File: src/rtl/impedance_command_frame_encoder_macros.svh
// ---------------------------------------------------------------------------
// Assertion macros for the impedance command frame encoder
// Shared implication checks, sampled on the rising clock edge and
// disabled while reset is high.
// ---------------------------------------------------------------------------
`ifndef IMPEDANCE_COMMAND_FRAME_ENCODER_MACROS_SVH
`define IMPEDANCE_COMMAND_FRAME_ENCODER_MACROS_SVH

// Same-cycle implication: cond holds, so expr holds too.
`define ICFE_ASSERT_IMP(label, clk, rst, cond, expr) \
   label: assert property (@(posedge clk) disable iff (rst) (cond) |-> (expr)) \
      else $error("icfe: same-cycle check failed");

// Next-cycle implication: cond holds, so expr holds in the next cycle.
`define ICFE_ASSERT_NXT(label, clk, rst, cond, expr) \
   label: assert property (@(posedge clk) disable iff (rst) (cond) |=> (expr)) \
      else $error("icfe: next-cycle check failed");

`endif

File: src/rtl/icfe_pkg.sv
// ---------------------------------------------------------------------------
// icfe_pkg
// Request and response types, register indexes, limit and reciprocal
// constants for the impedance command frame encoder.
// ---------------------------------------------------------------------------
package icfe_pkg;

   // Request payload: one impedance command
   typedef struct packed {
      logic signed [17:0] pos_target;
      logic signed [15:0] vel_target;
      logic signed [15:0] stiffness;
      logic signed [15:0] damping;
      logic signed [15:0] torque_ff;
   } req_type;

   // Response payload: identifier and 8-byte frame
   typedef struct packed {
      logic [15:0] frame_id;
      logic [7:0]  byte_0;
      logic [7:0]  byte_1;
      logic [7:0]  byte_2;
      logic [7:0]  byte_3;
      logic [7:0]  byte_4;
      logic [7:0]  byte_5;
      logic [7:0]  byte_6;
      logic [7:0]  byte_7;
   } rsp_type;

   // Register indexes
   localparam logic [1:0] REG_MODEL_SELECT = 2'd0;
   localparam logic [1:0] REG_NODE_ID      = 2'd1;
   localparam logic [1:0] REG_MODE_CODE    = 2'd2;

   // Reset values
   localparam logic [1:0] MODEL_SELECT_RST = 2'd0;
   localparam logic [7:0] NODE_ID_RST      = 8'd1;
   localparam logic [7:0] MODE_CODE_RST    = 8'd8;

   // Motor model codes
   localparam logic [1:0] MODEL_0 = 2'd0;
   localparam logic [1:0] MODEL_1 = 2'd1;
   localparam logic [1:0] MODEL_2 = 2'd2;

   // Reciprocal fraction bits
   localparam int FRAC_BITS = 20;

   // Position: +-51446 for every model, 16-bit code
   localparam logic signed [17:0] POS_HI    = 18'sd51446;
   localparam logic signed [17:0] POS_LO    = -18'sd51446;
   localparam logic [16:0]        POS_SPAN  = 17'd102892;
   localparam logic [19:0]        POS_RECIP = 20'd667880;

   // Gains: 0..16000 and 0..20480, 12-bit codes
   localparam logic signed [15:0] KP_HI    = 16'sd16000;
   localparam logic [19:0]        KP_RECIP = 20'd268435;
   localparam logic signed [15:0] KD_HI    = 16'sd20480;
   localparam logic [19:0]        KD_RECIP = 20'd209715;

   // Velocity half-span per model (unused model code falls back to model 0)
   function automatic logic [14:0] vel_limit(input logic [1:0] model);
      logic [14:0] lim;
      unique case (model)
         MODEL_1: lim = 15'd7168;
         MODEL_2: lim = 15'd7680;
         default: lim = 15'd15360;
      endcase
      return lim;
   endfunction

   function automatic logic [19:0] vel_recip(input logic [1:0] model);
      logic [19:0] r;
      unique case (model)
         MODEL_1: r = 20'd299593;
         MODEL_2: r = 20'd279620;
         default: r = 20'd139810;
      endcase
      return r;
   endfunction

   // Torque half-span per model
   function automatic logic [14:0] trq_limit(input logic [1:0] model);
      logic [14:0] lim;
      unique case (model)
         MODEL_1: lim = 15'd13824;
         MODEL_2: lim = 15'd8192;
         default: lim = 15'd3072;
      endcase
      return lim;
   endfunction

   function automatic logic [19:0] trq_recip(input logic [1:0] model);
      logic [19:0] r;
      unique case (model)
         MODEL_1: r = 20'd155345;
         MODEL_2: r = 20'd262144;
         default: r = 20'd699051;
      endcase
      return r;
   endfunction

endpackage

File: src/rtl/impedance_command_frame_encoder.sv
// ---------------------------------------------------------------------------
// impedance_command_frame_encoder
// Clamps an impedance command to the selected motor limits, scales each
// value to an unsigned code by reciprocal multiply and packs the frame.
// ---------------------------------------------------------------------------
//
//   Channel  Dir  Handshake            Payload
//   req      in   req_valid/req_stall  icfe_pkg::req_type
//   rsp      out  rsp_valid/rsp_stall  icfe_pkg::rsp_type
//   csr      in   csr_we               csr_index, csr_wdata
//
// One request per cycle while rsp is not stalled; stages clamp, multiply, pack.
// The five reciprocal multipliers in the middle stage set the clock period.
// Reset clears the stage valid bits and loads the register reset values.
// A stall on rsp holds the output; stages behind it fill up before
// req_stall rises, so no request is dropped or repeated.
//
`include "impedance_command_frame_encoder_macros.svh"

module impedance_command_frame_encoder (
   input  logic                clock,
   input  logic                reset,
   // request channel
   input  logic                req_valid,
   output logic                req_stall,
   input  icfe_pkg::req_type   req_data,
   // response channel
   output logic                rsp_valid,
   input  logic                rsp_stall,
   output icfe_pkg::rsp_type   rsp_data,
   // register write port
   input  logic                csr_we,
   input  logic [1:0]          csr_index,
   input  logic [7:0]          csr_wdata
);

   // Register file
   logic [1:0] model_ff;
   logic [7:0] node_id_ff;
   logic [7:0] mode_code_ff;

   always_ff @(posedge clock) begin
      if (reset) begin
         model_ff     <= icfe_pkg::MODEL_SELECT_RST;
         node_id_ff   <= icfe_pkg::NODE_ID_RST;
         mode_code_ff <= icfe_pkg::MODE_CODE_RST;
      end else if (csr_we) begin
         unique case (csr_index)
            icfe_pkg::REG_MODEL_SELECT: model_ff     <= csr_wdata[1:0];
            icfe_pkg::REG_NODE_ID:      node_id_ff   <= csr_wdata;
            icfe_pkg::REG_MODE_CODE:    mode_code_ff <= csr_wdata;
            default: ;
         endcase
      end
   end

   // Stage enables: a stage loads when empty or when the next one loads
   logic v1_ff, v2_ff, v3_ff;
   logic en1, en2, en3;

   assign en3       = !v3_ff || !rsp_stall;
   assign en2       = !v2_ff || en3;
   assign en1       = !v1_ff || en2;
   assign req_stall = !en1;

   always_ff @(posedge clock) begin
      if (reset) begin
         v1_ff <= 1'b0;
         v2_ff <= 1'b0;
         v3_ff <= 1'b0;
      end else begin
         if (en1) v1_ff <= req_valid;
         if (en2) v2_ff <= v1_ff;
         if (en3) v3_ff <= v2_ff;
      end
   end

   // Stage 1: clamp and offset from the lower limit
   logic [16:0] off_pos_in, off_pos_ff;
   logic [14:0] off_vel_in, off_vel_ff;
   logic [13:0] off_kp_in,  off_kp_ff;
   logic [14:0] off_kd_in,  off_kd_ff;
   logic [14:0] off_trq_in, off_trq_ff;
   logic [1:0]  model1_ff;

   logic signed [16:0] vel_x, vel_l, trq_x, trq_l;
   logic signed [18:0] pos_sum;
   logic signed [16:0] vel_sum, trq_sum;

   always_comb begin
      vel_x   = 17'(req_data.vel_target);
      vel_l   = $signed({2'b00, icfe_pkg::vel_limit(model_ff)});
      trq_x   = 17'(req_data.torque_ff);
      trq_l   = $signed({2'b00, icfe_pkg::trq_limit(model_ff)});
      pos_sum = 19'(req_data.pos_target) + 19'(icfe_pkg::POS_HI);
      vel_sum = vel_x + vel_l;
      trq_sum = trq_x + trq_l;

      // position
      if (req_data.pos_target < icfe_pkg::POS_LO) off_pos_in = '0;
      else if (req_data.pos_target > icfe_pkg::POS_HI) off_pos_in = icfe_pkg::POS_SPAN;
      else off_pos_in = pos_sum[16:0];

      // velocity
      if (vel_x < -vel_l) off_vel_in = '0;
      else if (vel_x > vel_l) off_vel_in = {vel_l[13:0], 1'b0};
      else off_vel_in = vel_sum[14:0];

      // stiffness gain
      if (req_data.stiffness < 16'sd0) off_kp_in = '0;
      else if (req_data.stiffness > icfe_pkg::KP_HI) off_kp_in = icfe_pkg::KP_HI[13:0];
      else off_kp_in = req_data.stiffness[13:0];

      // damping gain
      if (req_data.damping < 16'sd0) off_kd_in = '0;
      else if (req_data.damping > icfe_pkg::KD_HI) off_kd_in = icfe_pkg::KD_HI[14:0];
      else off_kd_in = req_data.damping[14:0];

      // feed-forward torque
      if (trq_x < -trq_l) off_trq_in = '0;
      else if (trq_x > trq_l) off_trq_in = {trq_l[13:0], 1'b0};
      else off_trq_in = trq_sum[14:0];
   end

   always_ff @(posedge clock) begin
      if (en1) begin
         off_pos_ff <= off_pos_in;
         off_vel_ff <= off_vel_in;
         off_kp_ff  <= off_kp_in;
         off_kd_ff  <= off_kd_in;
         off_trq_ff <= off_trq_in;
         model1_ff  <= model_ff;
      end
   end

   // Stage 2: multiply by the reciprocal of the span
   logic [36:0] prod_pos_in, prod_pos_ff;
   logic [34:0] prod_vel_in, prod_vel_ff;
   logic [33:0] prod_kp_in,  prod_kp_ff;
   logic [34:0] prod_kd_in,  prod_kd_ff;
   logic [34:0] prod_trq_in, prod_trq_ff;

   assign prod_pos_in = 37'(off_pos_ff) * 37'(icfe_pkg::POS_RECIP);
   assign prod_vel_in = 35'(off_vel_ff) * 35'(icfe_pkg::vel_recip(model1_ff));
   assign prod_kp_in  = 34'(off_kp_ff)  * 34'(icfe_pkg::KP_RECIP);
   assign prod_kd_in  = 35'(off_kd_ff)  * 35'(icfe_pkg::KD_RECIP);
   assign prod_trq_in = 35'(off_trq_ff) * 35'(icfe_pkg::trq_recip(model1_ff));

   always_ff @(posedge clock) begin
      if (en2) begin
         prod_pos_ff <= prod_pos_in;
         prod_vel_ff <= prod_vel_in;
         prod_kp_ff  <= prod_kp_in;
         prod_kd_ff  <= prod_kd_in;
         prod_trq_ff <= prod_trq_in;
      end
   end

   // Stage 3: drop fraction bits, saturate at full scale, pack the frame
   logic [15:0] code_pos;
   logic [11:0] code_vel, code_kp, code_kd, code_trq;
   icfe_pkg::rsp_type rsp_in, rsp_ff;

   always_comb begin
      code_pos = (prod_pos_ff[36]) ? 16'hFFFF : prod_pos_ff[35:20];
      code_vel = (prod_vel_ff[34:32] != 3'd0) ? 12'hFFF : prod_vel_ff[31:20];
      code_kp  = (prod_kp_ff[33:32]  != 2'd0) ? 12'hFFF : prod_kp_ff[31:20];
      code_kd  = (prod_kd_ff[34:32]  != 3'd0) ? 12'hFFF : prod_kd_ff[31:20];
      code_trq = (prod_trq_ff[34:32] != 3'd0) ? 12'hFFF : prod_trq_ff[31:20];

      rsp_in.frame_id = {mode_code_ff, node_id_ff};
      rsp_in.byte_0   = code_kp[11:4];
      rsp_in.byte_1   = {code_kp[3:0], code_kd[11:8]};
      rsp_in.byte_2   = code_kd[7:0];
      rsp_in.byte_3   = code_pos[15:8];
      rsp_in.byte_4   = code_pos[7:0];
      rsp_in.byte_5   = code_vel[11:4];
      rsp_in.byte_6   = {code_vel[3:0], code_trq[11:8]};
      rsp_in.byte_7   = code_trq[7:0];
   end

   always_ff @(posedge clock) begin
      if (en3) rsp_ff <= rsp_in;
   end

   assign rsp_valid = v3_ff;
   assign rsp_data  = rsp_ff;

   // Checks
   `ICFE_ASSERT_NXT(a_entry_fills, clock, reset, req_valid && !req_stall, v1_ff)
   `ICFE_ASSERT_NXT(a_stage1_holds, clock, reset, v1_ff && !en2, v1_ff)
   `ICFE_ASSERT_NXT(a_stage2_moves, clock, reset, v2_ff && en3, v3_ff)
   `ICFE_ASSERT_IMP(a_pos_in_span, clock, reset, v1_ff, off_pos_ff <= icfe_pkg::POS_SPAN)
   `ICFE_ASSERT_IMP(a_kp_in_span, clock, reset, v1_ff,
                    off_kp_ff <= icfe_pkg::KP_HI[13:0])

endmodule

File: config.mk
export PLATFORM = sky130hd
export DESIGN_NAME = impedance_command_frame_encoder
export DESIGN_NICKNAME = d
export VERILOG_FILES = /design/src/rtl/icfe_pkg.sv /design/src/rtl/impedance_command_frame_encoder.sv
export VERILOG_INCLUDE_DIRS = /design/src /design/src/rtl
export SDC_FILE = /design/constraint.sdc
export NUM_CORES = 2
export LEC_CHECK = 0
export ABC_CLOCK_PERIOD_IN_PS = 13500
export BUFFER_PORTS_ARGS = -buffer_cell sky130_fd_sc_hd__clkbuf_2
export CAP_MARGIN = 40
export CORE_ASPECT_RATIO = 0.6
export CORE_MARGIN = 8
export CORE_UTILIZATION = 45
export CTS_BUF_LIST = sky130_fd_sc_hd__clkbuf_8 sky130_fd_sc_hd__clkbuf_16
export CTS_CLUSTER_DIAMETER = 150
export DETAILED_ROUTE_END_ITERATION = 7
export PLACE_DENSITY_LB_ADDON = 0.15
export SLEW_MARGIN = 25
export SYNTH_ARGS = -nofsm -noshare
export SYNTH_HDL_FRONTEND = slang
export SYNTH_SLANG_ARGS = --single-unit
File: constraint.sdc
create_clock -name clock -period 13.5 [get_ports clock]
set_clock_uncertainty 0.1 [all_clocks]
set_input_delay 2.025 -clock clock [delete_from_list [all_inputs] [get_ports clock]]
set_output_delay 2.025 -clock clock [all_outputs]
set_load 0.02 [all_outputs]
# Word level (Yosys, flattened, before mapping)
# Cells that the tools add are included.
# classes
n_addsub	5
multipliers	5
order_cmp	10
eq_ne	6
n_mux	9
n_reduce_logical	19
# ops
cell	count
$mul A15 B20 Y35	2
$pmux W14 S2	2
$mux W15	3
$pmux W20 S2	1
$pmux W19 S2	1
$lt A16 B17 Y1	2
$mul A17 B17 Y34 const B	1
$neg A15 Y17	2
$mul A14 B19 Y33 const B	1
$mul A15 B18 Y33 const B	1
$gt A16 B15 Y1	2
$lt A16 B1 Y1 const B	2
$add A15 B15 Y15	2
$gt A18 B17 Y1 const B	1
$lt A18 B17 Y1 const B	1
$add A17 B17 Y17 const B	1
$mux W17	1
$gt A16 B15 Y1 const B	1
$gt A16 B16 Y1 const B	1
$mux W14	1
$reduce_or A2 Y1	5
$eq A2 B1 Y1 const B	3
$eq A2 B2 Y1 const B	3
$reduce_and A2 Y1	3
other kinds (4)	11
# word_totals
regBits	349
inputBits	97
output_inout_bits	82
wordCells	87

# Logic depth before layout (Yosys ltp)
# depth
depth_word	5
depth_mapped	26
depth_no_buf	25

# Worst setup path after synthesis
# OpenSTA, ideal clock, no wires.
# synth_path
path_type	reg-to-reg
start	register model1_ff[1]
end	register prod_trq_ff[28], data pin
arrival_time_ns	6.239
setup_slack_ns	6.901
path_stages_with_launch	25
n_path_buf	1
synth_period_minus_slack_ns	6.599
path_cell_list	edfxtp_1 ha_1 clkbuf_1 and2_1 inv_1 fa_1 inv_1 fa_1 inv_1 fa_1 inv_1 fa_1 fa_1 inv_1 fa_1 inv_1 ha_1 a21oi_1 o21ai_0 a221oi_1 o22ai_1 o21a_1 o21a_1 a41oi_1 xnor2_1
# synth_between
elab_chain_cells	3
elab_cells_between_ends	4
cone_classes	mul (1); eq/ne (2); mux (1)
# synth_rtl
item	line	text
start, declared	impedance_command_frame_encoder.sv:84	logic [1:0] model1_ff;
start signal, assigned	impedance_command_frame_encoder.sv:132	model1_ff <= model_ff;
$eq A2 B2 Y1 or $eq A2 B1 Y1 (tied branches)	icfe_pkg.sv:94	unique case (model)
$pmux W20 S2 *	icfe_pkg.sv:94	
$mul A15 B20 Y35 *	impedance_command_frame_encoder.sv:147	assign prod_trq_in = 35'(off_trq_ff) * 35'(icfe_pkg::trq_recip(model1_ff));
named net prod_trq_in[28]	impedance_command_frame_encoder.sv:141	logic [34:0] prod_trq_in, prod_trq_ff;
end signal, assigned	impedance_command_frame_encoder.sv:155	prod_trq_ff <= prod_trq_in;
end, declared	impedance_command_frame_encoder.sv:141	
# The timed path passes the listed nets; every way through them passes the cells marked *.
# A chain may end at the register's enable or synchronous reset.

# Worst setup path in the final report
# layout_path
start	register model1_ff[1]
end	register prod_trq_ff[31], data pin
# The elaborated chain is that of the path after synthesis.

==> flow_metrics.py <==
metrics = {
    "run_status": {
        "status": "finished clean",
    },
    "power_and_ir_drop": {
        "p_per_area_nw_per_um2": 167.0,
        "leakagePower_nw": 20.33,
        "power_mw": 6.219,
        "vdd_ir_drop_max_uv": 100.7,
    },
    "global_route": {
        "grtUsageTotal_pct": 19.90,
        "grt_antenna_before_repair": 5,
        "grt_pass1_wl_um": 135000,
        "gr-total-overflow": 0,
        "grt_pass1_vias": 24480,
        "grt_max_degree": 48,
    },
    "floorplanning": {
        "std_cell_rows": 78,
        "io-pin-count": 179,
        "die_x_um": 371.6,
        "core_um2": 75340,
        "die_h_um": 229.3,
        "die_area_um2": 85210,
        "initial_core_util_pct": 45.31,
    },
    "cells_and_area": {
        "final_common_cell": "inv_1",
        "layout_common_cells": "inv_1, ha_1, fa_1",
        "nets": 4620,
        "syn_to_final_growth_pct": 9.116,
        "drive_gt1_share_pct": 8.678,
    },
    "critical_path": {
        "end_kind": "register",
        "crit_type": "register to register",
        "cp.arrival_ps": 7580,
        "critPathMaxFanout": 34,
        "cp_data_required_time_ps": 13700,
        "startpoint_type": "register",
    },
    "timing": {
        "timing.hold.ws_ps": 333.6,
        "setup_viol": 0,
        "fin_crit_ps": 7375,
        "min_period_over_period_pct": 54.63,
        "worst-slew-pin-transition_ps": 667.8,
        "final_hold_viol_count": 0,
        "final.setup.tns_ps": 0,
        "rsz0062_at_grt": "false",
        "fmax_mhz": 135.6,
        "relSlewSlack_pct": 55.35,
        "slew_viol_final": 0,
    },
    "logic_synthesis": {
        "synthTopCellsByArea": "fa_1, ha_1, edfxtp_1, inv_1, and2_1",
        "ys_types": 76,
        "yosysSeqAreaShare_pct": 21.55,
        "synth_edf_count": 231,
        "synth_top_area_cell": "fa_1",
        "ys_async_sr_fraction_pct": 0,
        "synth.avg_cell_area_um2": 10.81,
        "synthFlopType": "edfxtp_1",
        "yosys_warnings": 0,
        "yosys_register_bits": 252,
        "synth_top_area_share_pct": 27.15,
        "synth_area_um2": 34130,
        "syn_inst": 3158,
    },
    "place": {
        "portBuffers": 178,
        "place.gp.congestion": 0.9706,
        "dp_hpwl_um": 73170,
    },
    "min_path": {
        "hp-class": "register to register",
    },
    "clocking": {
        "cts_tree": "done",
        "clockBufferDepth": 3,
        "path_clk_slew_ps": 70,
        "post_cts_buffers": 0,
        "cts_resized": 0,
        "ctsRootBufferMaster": "clkbuf_16",
        "postCtsHoldBufs": 0,
        "htreeDepth": 1,
        "cts_sinks": 252,
        "cts_made_buffers": 27,
        "insertion_delay_ps": 570,
    },
    "drt": {
        "drtIter0Drc": 1287,
        "dr.pass1.iters": 6,
        "routedWlPerCell_um": 18.91,
        "antenna_left": 0,
        "vias": 22200,
        "viasPerCell": 5.058,
        "wl_um": 82990,
        "drc": 0,
    },
    "flow_run": {
        "cap_violations": 0,
    },
}
-- critical path, stage by stage (launching register included) --
cell and delay, ps:
edfxtp_1 430, ha_1 300, buf_4 350, and2_1 310
inv_1 110, fa_1 540, inv_1 70, fa_1 540
inv_1 60, fa_1 520, inv_1 50, fa_1 500
fa_1 550, inv_1 60, fa_1 520, inv_1 40
ha_1 300, a21oi_1 130, o21ai_0 100, a221oi_1 390
o22ai_2 290, o2111ai_1 270, nand2_1 110, a221oi_1 340
xnor2_1 120
-- kinds of logic (layout without fill, tap and decap cells) --
kind of cell | Yosys count | after routing | share of synthesized area, %
flip-flops | 252 | 252 | 21.55
adder cells (fa/ha/maj) | 1155 | 1155 | 52.52
buffers and inverters | 801 | 1014 | 8.823
AO/OA/AOI/OAI | 294 | 294 | 5.880
other | 2 | 20 | 0.02200
AND/OR/NAND/NOR | 553 | 553 | 8.544
multiplexers | 18 | 18 | 0.5278
XOR/XNOR | 83 | 83 | 2.130
-- cell type report --
type / count / area, µm²
Timing Repair Buffer: 192 / 1023
Inverter: 773 / 2903
Antenna cell: 1 / 2.502
Clock inverter: 22 / 182.7
Fill cell: 6867 / 38100
Multi-Input combinational cell: 2122 / 23850
Clock buffer: 27 / 675.6
Sequential cell: 252 / 7357
Tap cell: 1000 / 1251
-- metrics by stage --
stage	utilization (%)	instances	worst slack [ps]	area, µm²
detailed placement	48.28	4338	6053	36370
finish	49.44	4389	6125	37250
global route	49.43	4388	5644	37240
floorplan	-	3175	6901	34200
global placement	48.21	4335	6177	36320
CTS	49.42	4387	6039	37230
-- report_power, final --
group	internal (mW)	switching [mW]	leakage [nW]	total, mW
clock	0.420	0.320	0.426	0.739
sequential	1.21	0.0985	2.70	1.30
combinational	1.74	2.44	17.2	4.18
total	3.36	2.86	20.3	6.22
-- layer usage --
metal,vias to the layer above,track usage [%],wire [µm]
met5,-,0.6989,119
li1,10680,-,-
met3,81,5.743,6515
met4,8,2.544,1002
met1,10920,31.06,43330
met2,505,27.57,32030
-- sequential cells by signal (all words and copies together) (netlist names), 8 cells and up --
register      cells
rsp_data         80
prod_kp_ff       13
off_kp_ff        14
mode_code_ff      8
off_pos_ff       17
prod_kd_ff       13
off_trq_ff       15
node_id_ff        8
prod_vel_ff      15
off_kd_ff        15
off_vel_ff       15
prod_trq_ff      15
prod_pos_ff      17
-- cells in the mapped netlist, types with 9 or more instances --
| master | count |
|---|---|
| a211oi_1 | 13 |
| a21o_1 | 32 |
| a21oi_1 | 83 |
| a31oi_1 | 13 |
| and2_1 | 103 |
| and3_1 | 17 |
| clkbuf_1 | 25 |
| dfxtp_1 | 21 |
| edfxtp_1 | 231 |
| fa_1 | 463 |
| ha_1 | 692 |
| inv_1 | 773 |
| mux2i_1 | 18 |
| nand2_1 | 80 |
| nand2b_1 | 44 |
| nand3_1 | 24 |
| nand4_1 | 16 |
| nor2_1 | 131 |
| nor2b_1 | 29 |
| nor3_1 | 26 |
| o21a_1 | 18 |
| o21ai_0 | 39 |
| o21bai_1 | 9 |
| or2_2 | 46 |
| xnor2_1 | 53 |
| xor2_1 | 30 |
-- worst paths after layout --
| kind | endpoint | slack [ps] | from | cells past startpoint |
|---|---|---|---|---|
| max | prod_trq_ff[31]$_DFFE_PP_ | 6130 | model1_ff[1]$_DFFE_PN_ | 24 |
| min reg2reg | rsp_data[79]$_DFFE_PP_ | 330 | mode_code_ff[7]$_SDFFE_PP0P_ | 0 |
| min | rsp_data[79]$_DFFE_PP_ | 330 | mode_code_ff[7]$_SDFFE_PP0P_ | 0 |
| max reg2reg | prod_trq_ff[31]$_DFFE_PP_ | 6130 | model1_ff[1]$_DFFE_PN_ | 24 |
No activity file was read; power rests on OpenSTA's default activity.
